===== config.mk =====
export PLATFORM = sky130hd
export DESIGN_NAME = attitude_to_ppm_frame
export DESIGN_NICKNAME = d
export VERILOG_FILES = /design/src/hw/rtl/atpf_pkg.sv /design/src/hw/rtl/attitude_to_ppm_frame.sv /design/src/hw/rtl/atpf_div.sv /design/src/hw/rtl/atpf_dpath.sv /design/src/hw/rtl/atpf_ctrl.sv
export SDC_FILE = /design/constraint.sdc
export NUM_CORES = 1
export LEC_CHECK = 0
export BUFFER_PORTS_ARGS = -buffer_cell sky130_fd_sc_hd__buf_2
export CELL_PAD_IN_SITES_DETAIL_PLACEMENT = 1
export CELL_PAD_IN_SITES_GLOBAL_PLACEMENT = 1
export CORE_ASPECT_RATIO = 2
export CORE_UTILIZATION = 50
export CTS_CLUSTER_DIAMETER = 60
export DETAILED_ROUTE_END_ITERATION = 16
export GPL_ROUTABILITY_DRIVEN = 0
export PLACE_DENSITY_LB_ADDON = 0.15
export SETUP_SLACK_MARGIN = 0.1
export SYNTH_ARGS = -nofsm -noshare
export SYNTH_HDL_FRONTEND = slang
export SYNTH_SLANG_ARGS = --single-unit

===== constraint.sdc =====
create_clock -name clk -period 9.4 [get_ports clk]
set_input_delay 1.88 -clock clk [delete_from_list [all_inputs] [get_ports clk]]
set_output_delay 1.88 -clock clk [all_outputs]
set_load 0.05 [all_outputs]

===== src/hw/rtl/atpf_pkg.sv =====
// Package for the attitude to PPM frame block: constants, register indexes,
// axis codes and the command and status structs between controller and datapath.
// Used by every module of the block; depends on nothing.
package atpf_pkg;

    // Channel store and pulse constants.
    localparam int STORE_DEPTH = 8;
    localparam int STORE_AW    = $clog2(STORE_DEPTH);
    localparam int WIDTH_W     = 12;
    localparam int SUM_W       = $clog2(STORE_DEPTH * (2 ** WIDTH_W));
    localparam int GAP_W       = 14;
    localparam int SLOT_W      = 4;
    localparam int CFG_W       = 9;
    localparam int CFG_AW      = 3;

    localparam int CHANNELS_DEFAULT = 8;
    localparam int FRAME_US_DEFAULT = 10000;

    localparam logic [WIDTH_W-1:0] PULSE_MID = 12'd1500;
    localparam logic [WIDTH_W-1:0] WIDTH_MAX = 12'd4095;

    // Mapping arithmetic widths: signed angle, divider operands, signed result.
    localparam int ANG_W = 12;
    localparam int MAG_W = 11;
    localparam int DVD_W = MAG_W + 10;
    localparam int DVS_W = 9;
    localparam int VAL_W = DVD_W + 2;

    localparam logic signed [VAL_W-1:0] PULSE_LOW_S  = 23'sd988;
    localparam logic signed [VAL_W-1:0] PULSE_HIGH_S = 23'sd2012;
    localparam logic signed [VAL_W-1:0] WIDTH_MAX_S  = 23'sd4095;

    // Yaw wrap modes and their half spans.
    localparam logic [CFG_W-1:0]        WRAP_360 = 9'd360;
    localparam logic [CFG_W-1:0]        WRAP_270 = 9'd270;
    localparam logic [CFG_W-1:0]        WRAP_180 = 9'd180;
    localparam logic signed [ANG_W-1:0] SPAN_360 = 12'sd360;
    localparam logic signed [ANG_W-1:0] SPAN_270 = 12'sd270;
    localparam logic signed [ANG_W-1:0] SPAN_180 = 12'sd180;
    localparam logic signed [ANG_W-1:0] HALF_360 = 12'sd180;
    localparam logic signed [ANG_W-1:0] HALF_270 = 12'sd135;
    localparam logic signed [ANG_W-1:0] HALF_180 = 12'sd90;

    // Configuration register indexes.
    localparam logic [CFG_AW-1:0] REG_YAW_RANGE    = 3'd0;
    localparam logic [CFG_AW-1:0] REG_PITCH_RANGE  = 3'd1;
    localparam logic [CFG_AW-1:0] REG_ROLL_RANGE   = 3'd2;
    localparam logic [CFG_AW-1:0] REG_YAW_TRIM     = 3'd3;
    localparam logic [CFG_AW-1:0] REG_PITCH_TRIM   = 3'd4;
    localparam logic [CFG_AW-1:0] REG_ROLL_TRIM    = 3'd5;
    localparam logic [CFG_AW-1:0] REG_SLOT_ASSIGN  = 3'd6;
    localparam logic [CFG_AW-1:0] REG_REVERSE_MASK = 3'd7;

    localparam logic [CFG_W-1:0] RST_YAW_RANGE   = 9'd360;
    localparam logic [CFG_W-1:0] RST_PITCH_RANGE = 9'd180;
    localparam logic [CFG_W-1:0] RST_ROLL_RANGE  = 9'd180;
    localparam logic [CFG_W-1:0] RST_SLOT_ASSIGN = 9'd136;

    // Axis codes, in the order the channel store is written.
    localparam logic [1:0] AXIS_YAW   = 2'd0;
    localparam logic [1:0] AXIS_PITCH = 2'd1;
    localparam logic [1:0] AXIS_ROLL  = 2'd2;

    typedef struct packed {
        logic              load;
        logic              div_start;
        logic              write;
        logic              emit;
        logic [1:0]        axis;
        logic [SLOT_W-1:0] eidx;
    } cmd_t;

    typedef struct packed {
        logic usb;
        logic link;
        logic div_busy;
        logic out_free;
    } status_t;

endpackage


===== src/hw/rtl/attitude_to_ppm_frame.sv =====
// Top level of the attitude to PPM frame block.
// Depends on atpf_pkg, atpf_ctrl and atpf_dpath.
//
// Usage: one head-attitude item enters on the in channel (in_valid, in_stall);
// the block maps yaw, pitch and roll onto pulse widths, writes them into their
// assigned slots of the channel store and sends the frame as CHANNELS+2 items
// on the out channel (out_valid, out_stall): the start mark, one gap per
// channel and the sync gap, which carries last.
// An item with usb_mounted set gives no output; the controller goes from its
// check state straight back to idle. With the link down the three slots take
// 1500 without division. With the link up each axis runs in turn through the
// shared one-bit-per-cycle divider; the frame is emitted once all three slots
// are written, and no new item is taken before the frame is through.
// in_stall is high from acceptance until the last result has been loaded
// into the output register. A stall on the out channel holds the current
// result and pauses the emission; it does not lose or repeat any item.
// Reset clears the configuration to its defaults and the channel store to zero.
// Configuration writes are taken at any cycle with cfg_we high.
module attitude_to_ppm_frame #(
    parameter int CHANNELS = atpf_pkg::CHANNELS_DEFAULT,
    parameter int FRAME_US = atpf_pkg::FRAME_US_DEFAULT
)
(
    input  logic                         clk,
    input  logic                         rst_n,
    input  logic                         cfg_we,
    input  logic [atpf_pkg::CFG_AW-1:0]  cfg_index,
    input  logic [atpf_pkg::CFG_W-1:0]   cfg_data,
    input  logic                         in_valid,
    output logic                         in_stall,
    input  logic                         usb_mounted,
    input  logic                         link_up,
    input  logic signed [9:0]            yaw_deg,
    input  logic signed [8:0]            pitch_deg,
    input  logic signed [8:0]            roll_deg,
    output logic                         out_valid,
    input  logic                         out_stall,
    output logic [atpf_pkg::SLOT_W-1:0]  slot,
    output logic [atpf_pkg::GAP_W-1:0]   gap_us,
    output logic                         last
);

    atpf_pkg::cmd_t    cmd;
    atpf_pkg::status_t st;

    atpf_ctrl #(
        .CHANNELS (CHANNELS)
    ) u_ctrl
    (
        .clk      (clk),
        .rst_n    (rst_n),
        .in_valid (in_valid),
        .in_stall (in_stall),
        .st_i     (st),
        .cmd_o    (cmd)
    );

    atpf_dpath #(
        .CHANNELS (CHANNELS),
        .FRAME_US (FRAME_US)
    ) u_dpath
    (
        .clk         (clk),
        .rst_n       (rst_n),
        .cfg_we      (cfg_we),
        .cfg_index   (cfg_index),
        .cfg_data    (cfg_data),
        .usb_mounted (usb_mounted),
        .link_up     (link_up),
        .yaw_deg     (yaw_deg),
        .pitch_deg   (pitch_deg),
        .roll_deg    (roll_deg),
        .cmd_i       (cmd),
        .st_o        (st),
        .out_stall   (out_stall),
        .out_valid   (out_valid),
        .slot        (slot),
        .gap_us      (gap_us),
        .last        (last)
    );

endmodule


===== src/hw/rtl/atpf_div.sv =====
// Restoring divider, one quotient bit per cycle, shared by the three axes.
// Depends on atpf_pkg for operand widths.
module atpf_div
(
    input  logic                       clk,
    input  logic                       rst_n,
    input  logic                       start,
    input  logic [atpf_pkg::DVD_W-1:0] dividend,
    input  logic [atpf_pkg::DVS_W-1:0] divisor,
    output logic                       busy,
    output logic [atpf_pkg::DVD_W-1:0] quotient
);

    localparam int CNT_W = $clog2(atpf_pkg::DVD_W + 1);

    logic                       busy_reg;
    logic                       busy_next;
    logic [CNT_W-1:0]           cnt_reg;
    logic [CNT_W-1:0]           cnt_next;
    logic [atpf_pkg::DVS_W-1:0] rem_reg;
    logic [atpf_pkg::DVS_W-1:0] rem_next;
    logic [atpf_pkg::DVD_W-1:0] quo_reg;
    logic [atpf_pkg::DVD_W-1:0] quo_next;
    logic [atpf_pkg::DVS_W-1:0] dvs_reg;
    logic [atpf_pkg::DVS_W-1:0] dvs_next;
    logic [atpf_pkg::DVS_W:0]   trial;
    logic [atpf_pkg::DVS_W:0]   diff;

    always_comb
    begin
        busy_next = busy_reg;
        cnt_next  = cnt_reg;
        rem_next  = rem_reg;
        quo_next  = quo_reg;
        dvs_next  = dvs_reg;
        // The dividend shifts out of the top of quo_reg while quotient bits enter below.
        trial = {rem_reg, quo_reg[atpf_pkg::DVD_W-1]};
        diff  = trial - {1'b0, dvs_reg};
        if (start)
        begin
            busy_next = 1'b1;
            cnt_next  = CNT_W'(atpf_pkg::DVD_W);
            rem_next  = '0;
            quo_next  = dividend;
            dvs_next  = divisor;
        end
        else if (busy_reg)
        begin
            if (trial >= {1'b0, dvs_reg})
            begin
                rem_next = diff[atpf_pkg::DVS_W-1:0];
                quo_next = {quo_reg[atpf_pkg::DVD_W-2:0], 1'b1};
            end
            else
            begin
                rem_next = trial[atpf_pkg::DVS_W-1:0];
                quo_next = {quo_reg[atpf_pkg::DVD_W-2:0], 1'b0};
            end
            cnt_next = cnt_reg - 1'b1;
            if (cnt_reg == CNT_W'(1))
            begin
                busy_next = 1'b0;
            end
        end
    end

    always_ff @(posedge clk or negedge rst_n)
    begin
        if (!rst_n)
        begin
            busy_reg <= 1'b0;
            cnt_reg  <= '0;
        end
        else
        begin
            busy_reg <= busy_next;
            cnt_reg  <= cnt_next;
        end
    end

    always_ff @(posedge clk)
    begin
        rem_reg <= rem_next;
        quo_reg <= quo_next;
        dvs_reg <= dvs_next;
    end

    assign busy     = busy_reg;
    assign quotient = quo_reg;

endmodule


===== src/hw/rtl/atpf_dpath.sv =====
// Datapath: configuration registers, item registers, axis mapping around the
// shared divider, the channel store, the frame sum and the output register.
// Depends on atpf_pkg and atpf_div.
module atpf_dpath #(
    parameter int CHANNELS = atpf_pkg::CHANNELS_DEFAULT,
    parameter int FRAME_US = atpf_pkg::FRAME_US_DEFAULT
)
(
    input  logic                              clk,
    input  logic                              rst_n,
    input  logic                              cfg_we,
    input  logic [atpf_pkg::CFG_AW-1:0]       cfg_index,
    input  logic [atpf_pkg::CFG_W-1:0]        cfg_data,
    input  logic                              usb_mounted,
    input  logic                              link_up,
    input  logic signed [9:0]                 yaw_deg,
    input  logic signed [8:0]                 pitch_deg,
    input  logic signed [8:0]                 roll_deg,
    input  atpf_pkg::cmd_t                    cmd_i,
    output atpf_pkg::status_t                 st_o,
    input  logic                              out_stall,
    output logic                              out_valid,
    output logic [atpf_pkg::SLOT_W-1:0]       slot,
    output logic [atpf_pkg::GAP_W-1:0]        gap_us,
    output logic                              last
);

    localparam int ANG_W = atpf_pkg::ANG_W;
    localparam int VAL_W = atpf_pkg::VAL_W;
    localparam int WW    = atpf_pkg::WIDTH_W;

    // Configuration registers.
    logic [atpf_pkg::CFG_W-1:0] yaw_range_reg;
    logic [atpf_pkg::CFG_W-1:0] pitch_range_reg;
    logic [atpf_pkg::CFG_W-1:0] roll_range_reg;
    logic [atpf_pkg::CFG_W-1:0] yaw_trim_reg;
    logic [atpf_pkg::CFG_W-1:0] pitch_trim_reg;
    logic [atpf_pkg::CFG_W-1:0] roll_trim_reg;
    logic [atpf_pkg::CFG_W-1:0] slot_assign_reg;
    logic [2:0]                 reverse_mask_reg;

    // Latched item.
    logic              usb_reg;
    logic              link_reg;
    logic signed [9:0] yaw_reg;
    logic signed [8:0] pitch_reg;
    logic signed [8:0] roll_reg;

    logic [WW-1:0]                   width_reg [atpf_pkg::STORE_DEPTH];
    logic [atpf_pkg::SUM_W-1:0]      sum_reg;
    logic [atpf_pkg::SUM_W-1:0]      sum_next;
    logic                            out_valid_reg;
    logic [atpf_pkg::SLOT_W-1:0]     slot_reg;
    logic [atpf_pkg::GAP_W-1:0]      gap_reg;
    logic                            last_reg;
    logic [atpf_pkg::GAP_W-1:0]      gap_next;
    logic                            last_next;

    logic signed [ANG_W-1:0]     yaw_ext;
    logic signed [ANG_W-1:0]     yaw_wrapped;
    logic signed [ANG_W-1:0]     ang;
    logic signed [ANG_W-1:0]     trim;
    logic signed [ANG_W-1:0]     half;
    logic signed [ANG_W-1:0]     t_val;
    logic [ANG_W-1:0]            t_abs;
    logic [atpf_pkg::CFG_W-1:0]  range_sel;
    logic                        rev;
    logic [2:0]                  wslot;
    logic                        res_neg;
    logic [atpf_pkg::DVD_W-1:0]  dividend;
    logic [atpf_pkg::DVS_W-1:0]  divisor;
    logic                        div_busy;
    logic [atpf_pkg::DVD_W-1:0]  quotient;
    logic signed [VAL_W-1:0]     q_signed;
    logic signed [VAL_W-1:0]     mapped;
    logic [WW-1:0]               wval;
    logic [atpf_pkg::STORE_AW-1:0] ridx;
    logic [atpf_pkg::SLOT_W-1:0]   eidx_m1;
    logic [atpf_pkg::SUM_W-1:0]    frame_sum;

    assign frame_sum = atpf_pkg::SUM_W'(FRAME_US);

    always_ff @(posedge clk or negedge rst_n)
    begin
        if (!rst_n)
        begin
            yaw_range_reg    <= atpf_pkg::RST_YAW_RANGE;
            pitch_range_reg  <= atpf_pkg::RST_PITCH_RANGE;
            roll_range_reg   <= atpf_pkg::RST_ROLL_RANGE;
            yaw_trim_reg     <= '0;
            pitch_trim_reg   <= '0;
            roll_trim_reg    <= '0;
            slot_assign_reg  <= atpf_pkg::RST_SLOT_ASSIGN;
            reverse_mask_reg <= '0;
        end
        else if (cfg_we)
        begin
            unique case (cfg_index)
                atpf_pkg::REG_YAW_RANGE:    yaw_range_reg    <= cfg_data;
                atpf_pkg::REG_PITCH_RANGE:  pitch_range_reg  <= cfg_data;
                atpf_pkg::REG_ROLL_RANGE:   roll_range_reg   <= cfg_data;
                atpf_pkg::REG_YAW_TRIM:     yaw_trim_reg     <= cfg_data;
                atpf_pkg::REG_PITCH_TRIM:   pitch_trim_reg   <= cfg_data;
                atpf_pkg::REG_ROLL_TRIM:    roll_trim_reg    <= cfg_data;
                atpf_pkg::REG_SLOT_ASSIGN:  slot_assign_reg  <= cfg_data;
                atpf_pkg::REG_REVERSE_MASK: reverse_mask_reg <= cfg_data[2:0];
                default: ;
            endcase
        end
    end

    always_ff @(posedge clk)
    begin
        if (cmd_i.load)
        begin
            usb_reg   <= usb_mounted;
            link_reg  <= link_up;
            yaw_reg   <= yaw_deg;
            pitch_reg <= pitch_deg;
            roll_reg  <= roll_deg;
        end
    end

    // Axis operand selection and the divider's operands.
    always_comb
    begin
        yaw_ext = ANG_W'(yaw_reg);
        yaw_wrapped = yaw_ext;
        if (yaw_range_reg == atpf_pkg::WRAP_360 && yaw_ext > atpf_pkg::HALF_360)
        begin
            yaw_wrapped = yaw_ext - atpf_pkg::SPAN_360;
        end
        else if (yaw_range_reg == atpf_pkg::WRAP_270 && yaw_ext > atpf_pkg::HALF_270)
        begin
            yaw_wrapped = yaw_ext - atpf_pkg::SPAN_270;
        end
        else if (yaw_range_reg == atpf_pkg::WRAP_180 && yaw_ext > atpf_pkg::HALF_180)
        begin
            yaw_wrapped = yaw_ext - atpf_pkg::SPAN_180;
        end

        unique case (cmd_i.axis)
            atpf_pkg::AXIS_YAW:
            begin
                ang       = yaw_wrapped;
                trim      = ANG_W'($signed(yaw_trim_reg));
                range_sel = yaw_range_reg;
                rev       = reverse_mask_reg[0];
                wslot     = slot_assign_reg[2:0];
            end
            atpf_pkg::AXIS_PITCH:
            begin
                ang       = ANG_W'(pitch_reg);
                trim      = ANG_W'($signed(pitch_trim_reg));
                range_sel = pitch_range_reg;
                rev       = reverse_mask_reg[1];
                wslot     = slot_assign_reg[5:3];
            end
            atpf_pkg::AXIS_ROLL:
            begin
                ang       = ANG_W'(roll_reg);
                trim      = ANG_W'($signed(roll_trim_reg));
                range_sel = roll_range_reg;
                rev       = reverse_mask_reg[2];
                wslot     = slot_assign_reg[8:6];
            end
            default:
            begin
                ang       = '0;
                trim      = '0;
                range_sel = '0;
                rev       = 1'b0;
                wslot     = '0;
            end
        endcase

        half     = $signed({{(ANG_W - atpf_pkg::CFG_W + 1){1'b0}},
                             range_sel[atpf_pkg::CFG_W-1:1]});
        t_val    = ang + trim + half;
        t_abs    = t_val[ANG_W-1] ? ANG_W'(-t_val) : ANG_W'(t_val);
        // The pulse rise is 1024, so the product is the magnitude shifted by ten.
        dividend = {t_abs[atpf_pkg::MAG_W-1:0], 10'd0};
        divisor  = {range_sel[atpf_pkg::CFG_W-1:1], 1'b0};
        res_neg  = t_val[ANG_W-1] ^ rev;
    end

    atpf_div u_div
    (
        .clk      (clk),
        .rst_n    (rst_n),
        .start    (cmd_i.div_start),
        .dividend (dividend),
        .divisor  (divisor),
        .busy     (div_busy),
        .quotient (quotient)
    );

    // Sign, offset and saturation of the quotient.
    always_comb
    begin
        q_signed = res_neg ? -$signed({2'b00, quotient}) : $signed({2'b00, quotient});
        mapped   = q_signed + (rev ? atpf_pkg::PULSE_HIGH_S : atpf_pkg::PULSE_LOW_S);
        if (!link_reg)
        begin
            wval = atpf_pkg::PULSE_MID;
        end
        else if (range_sel[atpf_pkg::CFG_W-1:1] == '0)
        begin
            // An empty range saturates the width to zero.
            wval = '0;
        end
        else if (mapped[VAL_W-1])
        begin
            wval = '0;
        end
        else if (mapped > atpf_pkg::WIDTH_MAX_S)
        begin
            wval = atpf_pkg::WIDTH_MAX;
        end
        else
        begin
            wval = mapped[WW-1:0];
        end
    end

    always_ff @(posedge clk or negedge rst_n)
    begin
        if (!rst_n)
        begin
            for (int i = 0; i < atpf_pkg::STORE_DEPTH; i++)
            begin
                width_reg[i] <= '0;
            end
        end
        else if (cmd_i.write && ({1'b0, wslot} < atpf_pkg::SLOT_W'(CHANNELS)))
        begin
            width_reg[wslot] <= wval;
        end
    end

    // Frame emission: start mark, channel gaps, then the sync gap.
    always_comb
    begin
        eidx_m1   = cmd_i.eidx - 1'b1;
        ridx      = eidx_m1[atpf_pkg::STORE_AW-1:0];
        sum_next  = sum_reg;
        gap_next  = '0;
        last_next = 1'b0;
        if (cmd_i.eidx == '0)
        begin
            sum_next = '0;
        end
        else if (cmd_i.eidx <= atpf_pkg::SLOT_W'(CHANNELS))
        begin
            gap_next = atpf_pkg::GAP_W'(width_reg[ridx]);
            sum_next = sum_reg + atpf_pkg::SUM_W'(width_reg[ridx]);
        end
        else
        begin
            last_next = 1'b1;
            if (sum_reg < frame_sum)
            begin
                gap_next = atpf_pkg::GAP_W'(frame_sum - sum_reg);
            end
        end
    end

    always_ff @(posedge clk or negedge rst_n)
    begin
        if (!rst_n)
        begin
            out_valid_reg <= 1'b0;
        end
        else if (cmd_i.emit)
        begin
            out_valid_reg <= 1'b1;
        end
        else if (!out_stall)
        begin
            out_valid_reg <= 1'b0;
        end
    end

    always_ff @(posedge clk)
    begin
        if (cmd_i.emit)
        begin
            sum_reg  <= sum_next;
            slot_reg <= cmd_i.eidx;
            gap_reg  <= gap_next;
            last_reg <= last_next;
        end
    end

    assign st_o.usb      = usb_reg;
    assign st_o.link     = link_reg;
    assign st_o.div_busy = div_busy;
    assign st_o.out_free = !out_valid_reg || !out_stall;

    assign out_valid = out_valid_reg;
    assign slot      = slot_reg;
    assign gap_us    = gap_reg;
    assign last      = last_reg;

endmodule


===== src/hw/rtl/atpf_ctrl.sv =====
// Controller: sequences the item through three axis mappings and the frame emission.
// Depends on atpf_pkg for the command and status structs.
module atpf_ctrl #(
    parameter int CHANNELS = atpf_pkg::CHANNELS_DEFAULT
)
(
    input  logic              clk,
    input  logic              rst_n,
    input  logic              in_valid,
    output logic              in_stall,
    input  atpf_pkg::status_t st_i,
    output atpf_pkg::cmd_t    cmd_o
);

    typedef enum logic [2:0] {
        S_IDLE,
        S_CHECK,
        S_START,
        S_DIV,
        S_WRITE,
        S_EMIT
    } state_t;

    localparam logic [atpf_pkg::SLOT_W-1:0] EIDX_LAST = atpf_pkg::SLOT_W'(CHANNELS + 1);

    state_t                      state_reg;
    state_t                      state_next;
    logic [1:0]                  axis_reg;
    logic [1:0]                  axis_next;
    logic [atpf_pkg::SLOT_W-1:0] eidx_reg;
    logic [atpf_pkg::SLOT_W-1:0] eidx_next;

    always_comb
    begin
        state_next      = state_reg;
        axis_next       = axis_reg;
        eidx_next       = eidx_reg;
        cmd_o.load      = 1'b0;
        cmd_o.div_start = 1'b0;
        cmd_o.write     = 1'b0;
        cmd_o.emit      = 1'b0;
        cmd_o.axis      = axis_reg;
        cmd_o.eidx      = eidx_reg;
        unique case (state_reg)
            S_IDLE:
            begin
                if (in_valid)
                begin
                    cmd_o.load = 1'b1;
                    state_next = S_CHECK;
                end
            end
            S_CHECK:
            begin
                axis_next = atpf_pkg::AXIS_YAW;
                eidx_next = '0;
                if (st_i.usb)
                begin
                    state_next = S_IDLE;
                end
                else if (st_i.link)
                begin
                    state_next = S_START;
                end
                else
                begin
                    state_next = S_WRITE;
                end
            end
            S_START:
            begin
                cmd_o.div_start = 1'b1;
                state_next      = S_DIV;
            end
            S_DIV:
            begin
                if (!st_i.div_busy)
                begin
                    state_next = S_WRITE;
                end
            end
            S_WRITE:
            begin
                cmd_o.write = 1'b1;
                if (axis_reg == atpf_pkg::AXIS_ROLL)
                begin
                    state_next = S_EMIT;
                end
                else
                begin
                    axis_next  = axis_reg + 1'b1;
                    state_next = st_i.link ? S_START : S_WRITE;
                end
            end
            S_EMIT:
            begin
                if (st_i.out_free)
                begin
                    cmd_o.emit = 1'b1;
                    eidx_next  = eidx_reg + 1'b1;
                    if (eidx_reg == EIDX_LAST)
                    begin
                        state_next = S_IDLE;
                    end
                end
            end
            default:
            begin
                state_next = S_IDLE;
            end
        endcase
    end

    always_ff @(posedge clk or negedge rst_n)
    begin
        if (!rst_n)
        begin
            state_reg <= S_IDLE;
            axis_reg  <= '0;
            eidx_reg  <= '0;
        end
        else
        begin
            state_reg <= state_next;
            axis_reg  <= axis_next;
            eidx_reg  <= eidx_next;
        end
    end

    assign in_stall = (state_reg != S_IDLE);

    // A new division must never restart the divider in the middle of a run.
    a_div_start_idle: assert property (@(posedge clk) disable iff (!rst_n)
        cmd_o.div_start |-> !st_i.div_busy)
        else $error("divider restarted while busy");

    // An item is only emitted into a free output register.
    a_emit_free: assert property (@(posedge clk) disable iff (!rst_n)
        cmd_o.emit |-> st_i.out_free)
        else $error("item emitted over an unaccepted result");

    // The axis counter covers yaw, pitch and roll only.
    a_axis_bound: assert property (@(posedge clk) disable iff (!rst_n)
        axis_reg != 2'd3)
        else $error("axis counter out of range");

    // The emission index stops at the sync gap.
    a_eidx_bound: assert property (@(posedge clk) disable iff (!rst_n)
        (state_reg == S_EMIT) |-> (eidx_reg <= EIDX_LAST))
        else $error("emission index beyond the sync gap");

    // The store is written only after the divider has finished.
    a_write_after_div: assert property (@(posedge clk) disable iff (!rst_n)
        cmd_o.write |-> !st_i.div_busy)
        else $error("channel written while the divider is busy");

endmodule

# Word-level counts from Yosys, hierarchy flattened
# Cells that the tools add are included.
# W data, S select, Z words.
# totals
register_bits	280
latch_bits	0
ram_bits	0
rom_bits	0
in_bits	47
output_inout_bits	21
elab_cells	174
memories	0
# op_classes
add_sub_neg	15
n_mul	0
div_mod_pow	0
order_cmp	10
eq_ne	25
n_shift	0
muxes	54
bitwise	4
n_reduce_logical	30
# ops
op	count
$mux W12	12
$bwmux W96	1
$pmux W12 S3	2
$mux W21	2
$bmux W12 S3	1
$demux W12 S3	1
$pmux W9 S3	1
$add A23 B23 Y23	1
$gt A23 B13 Y1 const B	1
$mux W23	1
$neg A21 Y23	1
$mux W11	2
$reduce_and A2 Y1	11
$sub A10 B10 Y11 const B	2
$mux W3	7
$gt A10 B9 Y1 const B	2
$eq A3 B3 Y1 const B	6
$eq A9 B9 Y1 const B	2
$pmux W3 S6	1
$add A15 B12 Y15	1
$lt A15 B14 Y1 const B	1
$mux W15	1
$sub A14 B14 Y14 const A	1
$mux W1	13
other kinds (45)	64

# Longest topological paths before layout
# Gate-level depths: netlist (run 1).
# logic_depth
word_depth	17
mapped_depth	36
mapped_depth_nobuf	32

# Modules after synthesis
# A second synthesis (run 1) with hierarchy kept.
# hier_totals
cells_unflattened	1588
hier_area_um2	16996.3
# modules_own_cells
module	n_inst	cells_each	area_per_inst_um2	seq_area_each_um2
atpf_dpath	1	1328	14014.7	5968.2
atpf_div	1	192	2351.0	1231.2
atpf_ctrl	1	68	630.6	225.2

# Worst setup path after synthesis (run 1)
# Ideal clock, no wire load.
# synth_timing
path_type	register to register
start	reg u_dpath.yaw_reg[3]
end	reg u_dpath.width_reg[11] (netlist bit)
setup_time_ns	0.133
arrival_ns	7.652
t_required_ns	9.267
path_slack_ns	1.616
path_stages_with_launch	36
n_path_buf	4
synth_period_minus_slack_ns	7.784
path_cell_list	edfxtp_1 -> inv_1 -> ha_1 -> a31oi_1 -> o41a_1 -> o311a_1 -> clkbuf_1 -> nand2_1 -> nor4_1 -> a221oi_1 -> xnor2_1 -> a222oi_1 -> or2_2 -> fa_1 -> inv_1 -> ha_1 -> and2_1 -> and2b_1 -> and2_1 -> a221oi_4 -> buf_6 -> xnor2_1 -> clkbuf_1 -> o21ai_0 -> xnor2_1 -> ha_1 -> nor2_1 -> nor2_1 -> nor4b_4 -> o21ai_0 -> a311oi_2 -> xnor2_1 -> a2111o_1 -> buf_6 -> o311ai_4 -> o21ai_1
# synth_via
elab_chain_len	17
word_cells_on_any_way	24
cone_classes	add/sub (6); order compare (4); mux (10); bitwise (1); reduce/logical (3)
# synth_lines
item	line	source
from (decl)	atpf_dpath.sv:45	logic signed [9:0] yaw_reg;
from (signal assigned)	atpf_dpath.sv:118	yaw_reg <= yaw_deg;
$gt A10 B8 Y1	atpf_dpath.sv:137	else if (yaw_range_reg == atpf_pkg::WRAP_180 && yaw_ext > atpf_pkg::HALF_180)
$logic_and A1 B1 Y1	atpf_dpath.sv:137	
$mux W12	atpf_dpath.sv:137	
$mux W12	atpf_dpath.sv:133	else if (yaw_range_reg == atpf_pkg::WRAP_270 && yaw_ext > atpf_pkg::HALF_270)
$mux W12 (*)	atpf_dpath.sv:129	if (yaw_range_reg == atpf_pkg::WRAP_360 && yaw_ext > atpf_pkg::HALF_360)
$pmux W12 S3 (*)	atpf_dpath.sv:142	unique case (cmd_i.axis)
$add A12 B12 Y12 (*)	atpf_dpath.sv:179	t_val = ang + trim + half;
$add A12 B9 Y12 (*)	atpf_dpath.sv:179	
$xor A1 B1 Y1 (*)	atpf_dpath.sv:184	res_neg = t_val[ANG_W-1] ^ rev;
$mux W23 (*)	atpf_dpath.sv:201	q_signed = res_neg ? -$signed({2'b00, quotient}) : $signed({2'b00, quotient});
$add A23 B23 Y23 (*)	atpf_dpath.sv:202	mapped = q_signed + (rev ? atpf_pkg::PULSE_HIGH_S : atpf_pkg::PULSE_LOW_S);
$gt A23 B13 Y1	atpf_dpath.sv:216	else if (mapped > atpf_pkg::WIDTH_MAX_S)
$mux W12	atpf_dpath.sv:216	
$mux W12 (*)	atpf_dpath.sv:212	else if (mapped[VAL_W-1])
$mux W12 (*)	atpf_dpath.sv:207	else if (range_sel[atpf_pkg::CFG_W-1:1] == '0)
$mux W12 (*)	atpf_dpath.sv:203	if (!link_reg)
$bwmux W96 (*)	atpf_dpath.sv:237	width_reg[wslot] <= wval;
to (signal, indexed assignment)	atpf_dpath.sv:237	
to (decl)	atpf_dpath.sv:49	logic [WW-1:0] width_reg [atpf_pkg::STORE_DEPTH];
# Mark *: on every way between the ends. The rest lies on a longest branch, timed or not.
# A chain may end at the register's enable or synchronous reset.

# Final worst setup path (run 1)
# layout_timing
start	reg u_dpath.yaw_reg[3]
end	reg u_dpath.width_reg[36] (netlist bit)
# Same word-level chain as after synthesis.

==> run_results.csv, run 1 <==
group,metric,value,unit
run_status,outcome,"finished clean",
clocking,path_clk_slew,60,ps
worst_setup_path,ff2ff_path_depth,30,
die,start_util,51.07,%
routing,wire_per_inst,22.82,um
clocking,cts_tree,"done",
yosys,synth_cell_types,83,
clocking,clk_latency,560,ps
routing,wl_met3,1.242,mm
sta,grt_setup_unrepaired,"false",
global_route,first_global_vias,13250,
finish,final_layout_size_suffix_gt1_share,18.30,%
die,top_level_ports,68,
sta,fin_skew,20.16,ps
yosys,synth_sequential_area_ratio,46.12,%
routing,routed_vias_inst,6.008,
worst_hold_path,min-delay-path-class,"flop to flop",
yosys,synthesis.instances,1509,
global_route,grt_pass1_wl,71.58,mm
worst_setup_path,r2r_start,"u_dpath.yaw_reg[3]",
place,portBuffers,67,
yosys,post_syn_area_per_cell,10.48,um^2
routing,drt_iter0_markers,588,
sta,finalCritPeriodShare,91.91,%
die,floorplan.core_area,30970,um^2
sta,timing.max_slew.rel_slack,24.76,%
worst_setup_path,path_common_cell,"sky130_fd_sc_hd__ha_1",
worst_setup_path,worst_path_largest_cell_delay,840,ps
global_route,grt_util_all_layers,28.97,%
worst_setup_path,critical_path.startpoint_type,"flop",
die,design.die.area,32390,um^2
yosys,synth_enable_flop_cells,83,
yosys,synth_seq_cells,278,
clocking,cts_setup_buffers,0,
sta,final-hold-violation-count,0,
worst_hold_path,min-delay-start,"u_dpath.width_reg[84]",
worst_hold_path,min_delay_worst_endpoint,"u_dpath.width_reg[84]",
clocking,total_number_of_h_tree_levels,1,
sta,max_clock_freq,115.7,MHz
worst_setup_path,reg2reg_to,"u_dpath.width_reg[36]",
worst_setup_path,timing.reg2reg.setup_slack,760,ps
die,rows,91,
yosys,synth_area_leader_cell,"sky130_fd_sc_hd__dfrtp_1",
global_route,grt-ovfl-total,0,
routing,met2_length,26.02,mm
worst_setup_path,path_max_fanout,20,
sta,final.setup.tns,0,ps
yosys,synth_flop_cell,"sky130_fd_sc_hd__dfrtp_1",
yosys,yosys_warnings,0,
finish,area_delta_synth_final,10.82,%
yosys,synth.net_count,1624,
worst_setup_path,crit_path_end_kind,"flop",
clocking,clock_sink_count,278,
sta,setup-violations-final,0,
routing,routedLengthMet1,15.07,mm
yosys,post_synth_instance_area,15820,um^2
sta,timing.final.max_slew_violations,0,
routing,ant_nets,0,
yosys,synth_top_area_share,25.63,%
yosys,netlist_top_cells_area,"sky130_fd_sc_hd__dfrtp_1, sky130_fd_sc_hd__edfxtp_1, sky130_fd_sc_hd__mux2_2",
clocking,cts.root.buffer_cell,"sky130_fd_sc_hd__clkbuf_16",
finish,finalNetCount,1674,
finish,antenna_cells_inserted,0,
sta,timing.final.crit_period,8639,ps
routing,drc_errors,0,
worst_setup_path,critical_path_class,"flop to flop",
routing,route.vias.total,12000,
job,maxCapViolCount,0,
clocking,clock_path_buffers,3,
clocking,post_cts.resized_instances,0,
routing,dr.max_layer_used,"met4",
finish,largest_register_ffs,96,
worst_setup_path,critical_path_required,9810,ps
yosys,asyncSetResetFlopFracSynth,63.31,%
worst_setup_path,cp_data_arrival_time,9050,ps
die,fp.dieW,127.8,um
global_route,antenna_found_initial,0,
worst_hold_path,worst_hold_path.num_cells,2,
worst_setup_path,cpMaxStageDelayCell,"sky130_fd_sc_hd__a2111o_1",
finish,most-common-layout-cells,"sky130_fd_sc_hd__nor2_1, sky130_fd_sc_hd__dfrtp_1, sky130_fd_sc_hd__nand2_1, sky130_fd_sc_hd__a21oi_1, sky130_fd_sc_hd__edfxtp_1",
routing,routed_wl,45.58,mm
clocking,cts-buffers-inserted,26,
sta,worst_margin_slew,1129,ps
clocking,post_cts_hold_buffer_count,0,
die,die_h,253.5,um
routing,dr.pass1.iters,5,
finish,most_frequent_standard_cell_in_the_layout_excluding_fill_and_tap_cells,"sky130_fd_sc_hd__nor2_1",
global_route,grt_start_max_net_pins,75,
place,detailed_place_hpwl,34.11,mm
==> cell usage after synthesis (9+ instances only) <==
master / instances
sky130_fd_sc_hd__a211oi_1: 10
sky130_fd_sc_hd__a21o_1: 18
sky130_fd_sc_hd__a21oi_1: 104
sky130_fd_sc_hd__a222oi_1: 26
sky130_fd_sc_hd__a22oi_1: 13
sky130_fd_sc_hd__and2_1: 11
sky130_fd_sc_hd__and3_1: 10
sky130_fd_sc_hd__buf_1: 10
sky130_fd_sc_hd__clkbuf_1: 54
sky130_fd_sc_hd__dfrtp_1: 162
sky130_fd_sc_hd__dfstp_2: 14
sky130_fd_sc_hd__dfxtp_1: 19
sky130_fd_sc_hd__edfxtp_1: 83
sky130_fd_sc_hd__fa_1: 11
sky130_fd_sc_hd__ha_1: 57
sky130_fd_sc_hd__inv_1: 55
sky130_fd_sc_hd__mux2_2: 76
sky130_fd_sc_hd__mux2i_1: 37
sky130_fd_sc_hd__mux4_2: 24
sky130_fd_sc_hd__nand2_1: 131
sky130_fd_sc_hd__nand2b_1: 15
sky130_fd_sc_hd__nand3_1: 24
sky130_fd_sc_hd__nor2_1: 185
sky130_fd_sc_hd__nor2b_1: 9
sky130_fd_sc_hd__nor3_1: 23
sky130_fd_sc_hd__o21ai_0: 73
sky130_fd_sc_hd__o21ai_1: 25
sky130_fd_sc_hd__or3_1: 14
sky130_fd_sc_hd__xnor2_1: 50
sky130_fd_sc_hd__xor2_1: 33
==> per-layer routing <==
| metal | GRT usage (%) | vias to the layer above |
|---|---|---|
| met5 | 0 | - |
| met4 | 19.70 | 0 |
| met3 | 2.779 | 120 |
| met2 | 57.20 | 238 |
| met1 | 27.36 | 6095 |
| li1 | - | 5544 |
==> worst max-delay path: cells and delay by family, from the launching register on <==
family	cells	cell delay, ps
DFF	1	520
xor gates and xnor gates	2	600
AOI/OAI and AO/OA	11	3230
adders and majority gates	4	1300
buffers and inverters	3	600
muxes	2	490
and+or+nand+nor	8	1700
==> how the worst max path moves through the flow <==
stage | cells after the start | end | start | slack [ps]
floorplan | 35 | u_dpath.width_reg[11] | u_dpath.yaw_reg[3] | 1620
global placement | 30 | u_dpath.width_reg[53] | u_dpath.yaw_reg[3] | 1110
detailed placement | 30 | u_dpath.width_reg[48] | u_dpath.yaw_reg[3] | 730
CTS | 30 | u_dpath.width_reg[36] | u_dpath.yaw_reg[3] | 700
global route | 30 | u_dpath.width_reg[60] | u_dpath.yaw_reg[3] | 170
finish | 30 | u_dpath.width_reg[36] | u_dpath.yaw_reg[3] | 760
==> final cells by class <==
cell class | count | area, um^2
Sequential cell | 278 | 7296
Multi-Input combinational cell | 1104 | 8028
Clock buffer | 41 | 832.0
Fill cell | 3382 | 13440
Inverter | 56 | 210.2
Tap cell | 418 | 523.0
Clock inverter | 7 | 101.3
Timing Repair Buffer | 93 | 536.8
==> cell families after synthesis <==
group	count (synthesis)	synth area share, %
compound gates	344	14.97
simple gates	471	13.95
fa+ha+maj	68	5.902
buf+inv	127	3.188
mux	137	11.17
flops	278	46.12
xor+xnor	84	4.699
==> stage by stage <==
step / instance area, um^2 / setup slack [ps] / hold WS (ps) / utilization [%] / cells
6_report: 17530 / 760.5 / 474.4 / 56.59 / 1997
2_1_floorplan: 15820 / 1616 / 444.6 / - / 1509
5_1_grt: 17530 / 174.8 / 488.6 / 56.59 / 1997
4_1_cts: 17530 / 702.7 / 480.8 / 56.59 / 1997
3_5_place_dp: 16590 / 732.9 / 466.1 / 53.58 / 1949
3_3_place_gp: 16590 / 1110 / 456.7 / 53.58 / 1949
Power of run 1 is not shown: default switching activity piles up to over one toggle a cycle in this logic, so the estimate is an artifact.
==> run 2, diff against run 1 <==
--- a/config.mk
+++ b/config.mk
@@ -5,16 +5,19 @@
 export SDC_FILE = /design/constraint.sdc
 export NUM_CORES = 1
 export LEC_CHECK = 0
+export ABC_AREA = 0
 export BUFFER_PORTS_ARGS = -buffer_cell sky130_fd_sc_hd__buf_2
 export CELL_PAD_IN_SITES_DETAIL_PLACEMENT = 1
 export CELL_PAD_IN_SITES_GLOBAL_PLACEMENT = 1
 export CORE_ASPECT_RATIO = 2
-export CORE_UTILIZATION = 50
+export CORE_UTILIZATION = 51
 export CTS_CLUSTER_DIAMETER = 60
 export DETAILED_ROUTE_END_ITERATION = 16
 export GPL_ROUTABILITY_DRIVEN = 0
 export PLACE_DENSITY_LB_ADDON = 0.15
 export SETUP_SLACK_MARGIN = 0.1
+export SLEW_MARGIN = 20
 export SYNTH_ARGS = -nofsm -noshare
 export SYNTH_HDL_FRONTEND = slang
+export SYNTH_HIERARCHICAL = 1
 export SYNTH_SLANG_ARGS = --single-unit
==> run_results.csv, run 2 <==
group,metric,value,unit
run_status,outcome,"finished clean",
yosys,synth_flop_cell,"sky130_fd_sc_hd__dfrtp_1",
sta,setup-violations-final,0,
clocking,post_cts.resized_instances,0,
sta,timing.max_slew.rel_slack,33.48,%
clocking,cts.root.buffer_cell,"sky130_fd_sc_hd__clkbuf_16",
sta,final-hold-violation-count,0,
finish,finalInstanceArea,18760,um^2
yosys,synth_area_leader_cell,"sky130_fd_sc_hd__dfrtp_1",
yosys,asyncSetResetFlopFracSynth,63.08,%
sta,max_clock_freq,117.7,MHz
worst_setup_path,critical_path_required,9810,ps
clocking,clk_latency,580,ps
global_route,first_global_vias,14020,
worst_setup_path,crit_path_end_kind,"flop",
worst_setup_path,timing.reg2reg.setup_slack,900,ps
global_route,grt_pass1_wl,77.26,mm
routing,route.vias.total,12820,
clocking,post_cts_hold_buffer_count,0,
sta,timing.final.crit_period,8497,ps
yosys,synth_enable_flop_cells,94,
sta,grt_setup_unrepaired,"false",
global_route,grt-ovfl-total,0,
clocking,cts_setup_buffers,0,
job,maxCapViolCount,0,
sta,finalCritPeriodShare,90.39,%
die,start_util,51.80,%
worst_setup_path,cp_data_arrival_time,8900,ps
yosys,synth_seq_cells,279,
yosys,netlist_top_cells_area,"sky130_fd_sc_hd__dfrtp_1, sky130_fd_sc_hd__edfxtp_1, sky130_fd_sc_hd__mux2_2",
finish,final.fill_count,3544,
finish,most_frequent_standard_cell_in_the_layout_excluding_fill_and_tap_cells,"sky130_fd_sc_hd__nor2_1",
die,design.die.area,34100,um^2
global_route,grt_start_max_net_pins,106,
global_route,grt_util_all_layers,29.98,%
yosys,post_synth_instance_area,17000,um^2
clocking,path_clk_slew,70,ps
sta,final.setup.tns,0,ps
routing,routed_wl,49.14,mm
yosys,yosys_warnings,6,
place,portBuffers,67,
die,rows,94,
clocking,clock_sink_count,279,
routing,routed_vias_inst,6.125,
clocking,clock_path_buffers,3,
yosys,synth_cell_types,103,
worst_setup_path,cpMaxStageDelayCell,"sky130_fd_sc_hd__o41ai_4",
routing,ant_nets,0,
yosys,synth_top_area_share,23.85,%
global_route,antenna_found_initial,0,
clocking,total_number_of_h_tree_levels,1,
yosys,yosys.cell_count.top_type,"sky130_fd_sc_hd__nor2_1",
die,floorplan.core_area,32810,um^2
clocking,cts-buffers-inserted,27,
finish,multiInputGateArea,8967,um^2
finish,antenna_cells_inserted,0,
sta,worst_margin_slew,997.7,ps
place,detailed_place_hpwl,36.32,mm
yosys,synth.top_cells.by_count,"sky130_fd_sc_hd__nor2_1, sky130_fd_sc_hd__dfrtp_1, sky130_fd_sc_hd__mux2_2",
yosys,synthesis.instances,1588,
die,fp.dieW,131.1,um
sta,timing.final.max_slew_violations,0,
die,top_level_ports,68,
routing,wire_per_inst,23.48,um
finish,finalNetCount,1753,
worst_setup_path,path_max_fanout,11,
finish,largest_register_ffs,96,
yosys,synth_sequential_area_ratio,43.68,%
worst_hold_path,min-delay-path-class,"flop to flop",
worst_setup_path,critical_path.startpoint_type,"flop",
clocking,cts_tree,"done",
sta,fin_skew,26.31,ps
finish,final_layout_size_suffix_gt1_share,22.88,%
die,die_h,260.2,um
finish,sequential_cell_area,7427,um^2
finish,most-common-layout-cells,"sky130_fd_sc_hd__nor2_1, sky130_fd_sc_hd__dfrtp_1, sky130_fd_sc_hd__mux2_2, sky130_fd_sc_hd__a21oi_1, sky130_fd_sc_hd__edfxtp_1",
worst_setup_path,critical_path_class,"flop to flop",
routing,drc_errors,0,
finish,area_delta_synth_final,10.35,%
routing,dr.pass1.iters,5,
worst_setup_path,path_common_cell,"sky130_fd_sc_hd__a21oi_1",
place,dpl-instance-area,17800,um^2
worst_setup_path,worst_path_largest_cell_delay,680,ps
yosys,post_syn_area_per_cell,10.70,um^2
routing,drt_iter0_markers,587,
-- run 2: cell count changes after synthesis, moves of 13 or more --
cell,delta
sky130_fd_sc_hd__o21ai_0,-26
sky130_fd_sc_hd__nor3_1,+13
sky130_fd_sc_hd__inv_1,+27
sky130_fd_sc_hd__a21oi_1,+18
sky130_fd_sc_hd__a222oi_1,-26
sky130_fd_sc_hd__nand2_1,-53
sky130_fd_sc_hd__o21ai_1,-23
sky130_fd_sc_hd__mux2_2,+64
-- run 2: layout make-up --
type / count / share of cell area (%)
Tap cell: 432 / 2.882
Timing Repair Buffer: 97 / 3.022
Clock inverter: 13 / 0.7738
Multi-Input combinational cell: 1153 / 47.81
Sequential cell: 279 / 39.60
Clock buffer: 37 / 4.270
Inverter: 82 / 1.641
-- run 2: metal layers --
metal / wire [um] / vias up / track usage, % / part of all wire, %
met5: 0 / - / 0 / 0
met4: 2520 / 0 / 15.39 / 5.1
met3: 1209 / 134 / 2.633 / 2.5
met2: 28430 / 267 / 59.08 / 58
met1: 16980 / 6549 / 30.06 / 35
li1: - / 5870 / - / -
-- run 2: worst paths after layout --
path                                         endpoint             startpoint  depth (start not counted)
worst max-delay path            u_dpath/width_reg[62]     u_dpath/yaw_reg[3]                         31
worst min-delay path            u_dpath/width_reg[81]  u_dpath/width_reg[81]                          1
worst max register to register  u_dpath/width_reg[62]     u_dpath/yaw_reg[3]                         31
worst min register to register  u_dpath/width_reg[81]  u_dpath/width_reg[81]                          1
max in group asynchronous       u_dpath/width_reg[53]                  rst_n                          2
min in group asynchronous       u_dpath/width_reg[57]                  rst_n                          1
-- run 2: cells by family after synthesis --
kind of cell | Yosys count | synth area share, %
compound gates | 329 | 14.27
xor+xnor | 75 | 3.909
fa+ha+maj | 66 | 5.345
buf+inv | 166 | 3.909
flops | 279 | 43.68
mux | 203 | 14.78
other cells | 1 | 0.02206
simple gates | 469 | 14.08
-- run 2: worst max-delay path: cells and delay by family, from the launching register on --
kind | cells | cell delay, ps
and+or+nand+nor | 9 | 1980
DFF | 1 | 530
adders and majority gates | 4 | 1320
buffers and inverters | 3 | 350
AOI/OAI and AO/OA | 15 | 4120
-- run 2: metrics by stage --
step,cells,hold WS (ps),worst slack [ps],utilization (%)
finish,2093,507.9,903.1,57.16
detailed placement,2043,493.5,943.6,54.26
floorplan,1598,462.6,2253,-
global route,2093,522.8,208.2,57.16
CTS,2093,508.1,750.8,57.14
global placement,2043,484.3,1047,54.26
Power of run 2 is left out for the same reason.
==> run 3, diff against run 2 <==
--- a/config.mk
+++ b/config.mk
@@ -9,7 +9,7 @@
 export BUFFER_PORTS_ARGS = -buffer_cell sky130_fd_sc_hd__buf_2
 export CELL_PAD_IN_SITES_DETAIL_PLACEMENT = 1
 export CELL_PAD_IN_SITES_GLOBAL_PLACEMENT = 1
-export CORE_ASPECT_RATIO = 2
+export CORE_ASPECT_RATIO = 1.1
 export CORE_UTILIZATION = 51
 export CTS_CLUSTER_DIAMETER = 60
 export DETAILED_ROUTE_END_ITERATION = 16
==> run_results.csv, run 3 (synthesis results as in run 2) <==
group,metric,value,unit
finish,most-common-layout-cells,"sky130_fd_sc_hd__nor2_1, sky130_fd_sc_hd__dfrtp_1, sky130_fd_sc_hd__mux2_2, sky130_fd_sc_hd__a21oi_1, sky130_fd_sc_hd__edfxtp_1",
worst_setup_path,critical_path_class,"flop to flop",
die,fp.dieW,176.1,um
routing,drt_iter0_markers,921,
sta,timing.max_slew.rel_slack,30.59,%
clocking,cts.root.buffer_cell,"sky130_fd_sc_hd__clkbuf_16",
sta,final-hold-violation-count,0,
routing,wire_per_inst,22.61,um
clocking,cts_setup_buffers,0,
worst_hold_path,min-delay-path-class,"flop to flop",
worst_hold_path,min-delay-start,"u_dpath/width_reg[33]",
worst_setup_path,crit_path_end_kind,"flop",
worst_setup_path,cp_data_arrival_time,9140,ps
worst_setup_path,worst_path_dominant_cell_family,"compound AO/OA/AOI/OAI gates",
clocking,clock_sink_count,279,
clocking,post_cts.resized_instances,0,
sta,fin_skew,18.54,ps
sta,timing.final.max_slew_violations,0,
die,rows,69,
global_route,grt_start_max_net_pins,95,
run_status,outcome,"finished clean",
global_route,grt-ovfl-total,0,
global_route,groute.layer.met3.usage,4.992,%
clocking,cts-buffers-inserted,34,
worst_setup_path,cp_buf_inv_count,3,
worst_hold_path,worst_hold_path.num_cells,1,
routing,dr.pass1.iters,5,
finish,finalNetCount,1755,
global_route,first_global_vias,13610,
finish,final_layout_size_suffix_gt1_share,22.87,%
finish,final.fill_count,3483,
sta,finalCritPeriodShare,92.91,%
worst_setup_path,reg2reg_to,"u_dpath/width_reg[5]",
routing,ant_nets,0,
clocking,clk_latency,540,ps
die,top_level_ports,68,
global_route,met2_usage,46.70,%
worst_setup_path,timing.reg2reg.setup_slack,670,ps
finish,area_delta_synth_final,10.97,%
sta,worst_margin_slew,1030,ps
clocking,clock_path_buffers,3,
place,detailed_place_hpwl,32.79,mm
routing,routed_wl,47.30,mm
die,design.die.area,34060,um^2
worst_setup_path,path_max_fanout,14,
routing,route.vias.total,12770,
routing,routed_vias_inst,6.103,
worst_setup_path,timing.critical_path.from,"u_dpath/yaw_reg[3]",
clocking,path_clk_slew,60,ps
sta,max_clock_freq,114.5,MHz
finish,largest_register_ffs,96,
job,maxCapViolCount,0,
worst_setup_path,critical_path_required,9800,ps
die,die_h,193.5,um
global_route,grt_pass1_wl,75.98,mm
sta,timing.final.crit_period,8734,ps
die,floorplan.core_area,32550,um^2
global_route,antenna_found_initial,0,
finish,antenna_cells_inserted,0,
sta,final.setup.tns,0,ps
worst_setup_path,cpMaxStageDelayCell,"sky130_fd_sc_hd__a2111oi_0",
clocking,cts_tree,"done",
worst_setup_path,critical_path.startpoint_type,"flop",
clocking,total_number_of_h_tree_levels,2,
global_route,global_route.peak_usage_layer,"met2",
worst_setup_path,r2r_start,"u_dpath/yaw_reg[3]",
finish,most_frequent_standard_cell_in_the_layout_excluding_fill_and_tap_cells,"sky130_fd_sc_hd__nor2_1",
worst_setup_path,worst_path_largest_cell_delay,680,ps
clocking,post_cts_hold_buffer_count,0,
routing,drc_errors,0,
sta,setup-violations-final,0,
die,start_util,52.22,%
sta,grt_setup_unrepaired,"false",
global_route,grt_util_all_layers,28.57,%
place,portBuffers,67,
global_route,met1_usage,38.31,%
worst_hold_path,min_delay_worst_endpoint,"u_dpath/width_reg[33]",
worst_setup_path,ff2ff_path_depth,32,
## run 3: per-layer routing
metal / share of wire, % / routed length (um) / up-vias
met5: 0 / 0 / -
met4: 2.7 / 1263 / 0
met3: 5.0 / 2363 / 79
met2: 49 / 23010 / 307
met1: 44 / 20660 / 6512
li1: - / - / 5870
## run 3: worst max-delay path by stage
| stage | slack, ps | to | cells past startpoint |
|---|---|---|---|
| 2_1_floorplan | 2250 | u_dpath/width_reg[17] | 37 |
| 3_3_place_gp | 1150 | u_dpath/width_reg[81] | 31 |
| 3_5_place_dp | 770 | u_dpath/width_reg[52] | 31 |
| 4_1_cts | 640 | u_dpath/width_reg[16] | 31 |
| 5_1_grt | 120 | u_dpath/width_reg[5] | 32 |
| 6_report | 670 | u_dpath/width_reg[5] | 32 |
## run 3: through the flow
step                      cell area (um^2)  cells  utilization [%]  setup WS [ps]  hold slack [ps]
final                                18860   2092            57.95          666.4            499.7
after CTS                            18840   2092            57.89          644.1            503.4
after floorplan                      17030   1598                -           2253            462.6
after detailed placement             17750   2032            54.55          765.0            490.5
after global placement               17750   2032            54.55           1148            479.2
after global routing                 18860   2092            57.95          118.3            508.8
## run 3: layout make-up
cell class                      instances  area [um^2]  share of cell area, %
Tap cell                              426        533.0                  2.826
Timing Repair Buffer                   92        533.0                  2.826
Inverter                               82        307.8                  1.632
Clock inverter                         14        108.9                 0.5772
Clock buffer                           46        977.2                  5.181
Sequential cell                       279         7427                  39.38
Multi-Input combinational cell       1153         8974                  47.58
Power of run 3 is left out for the same reason.
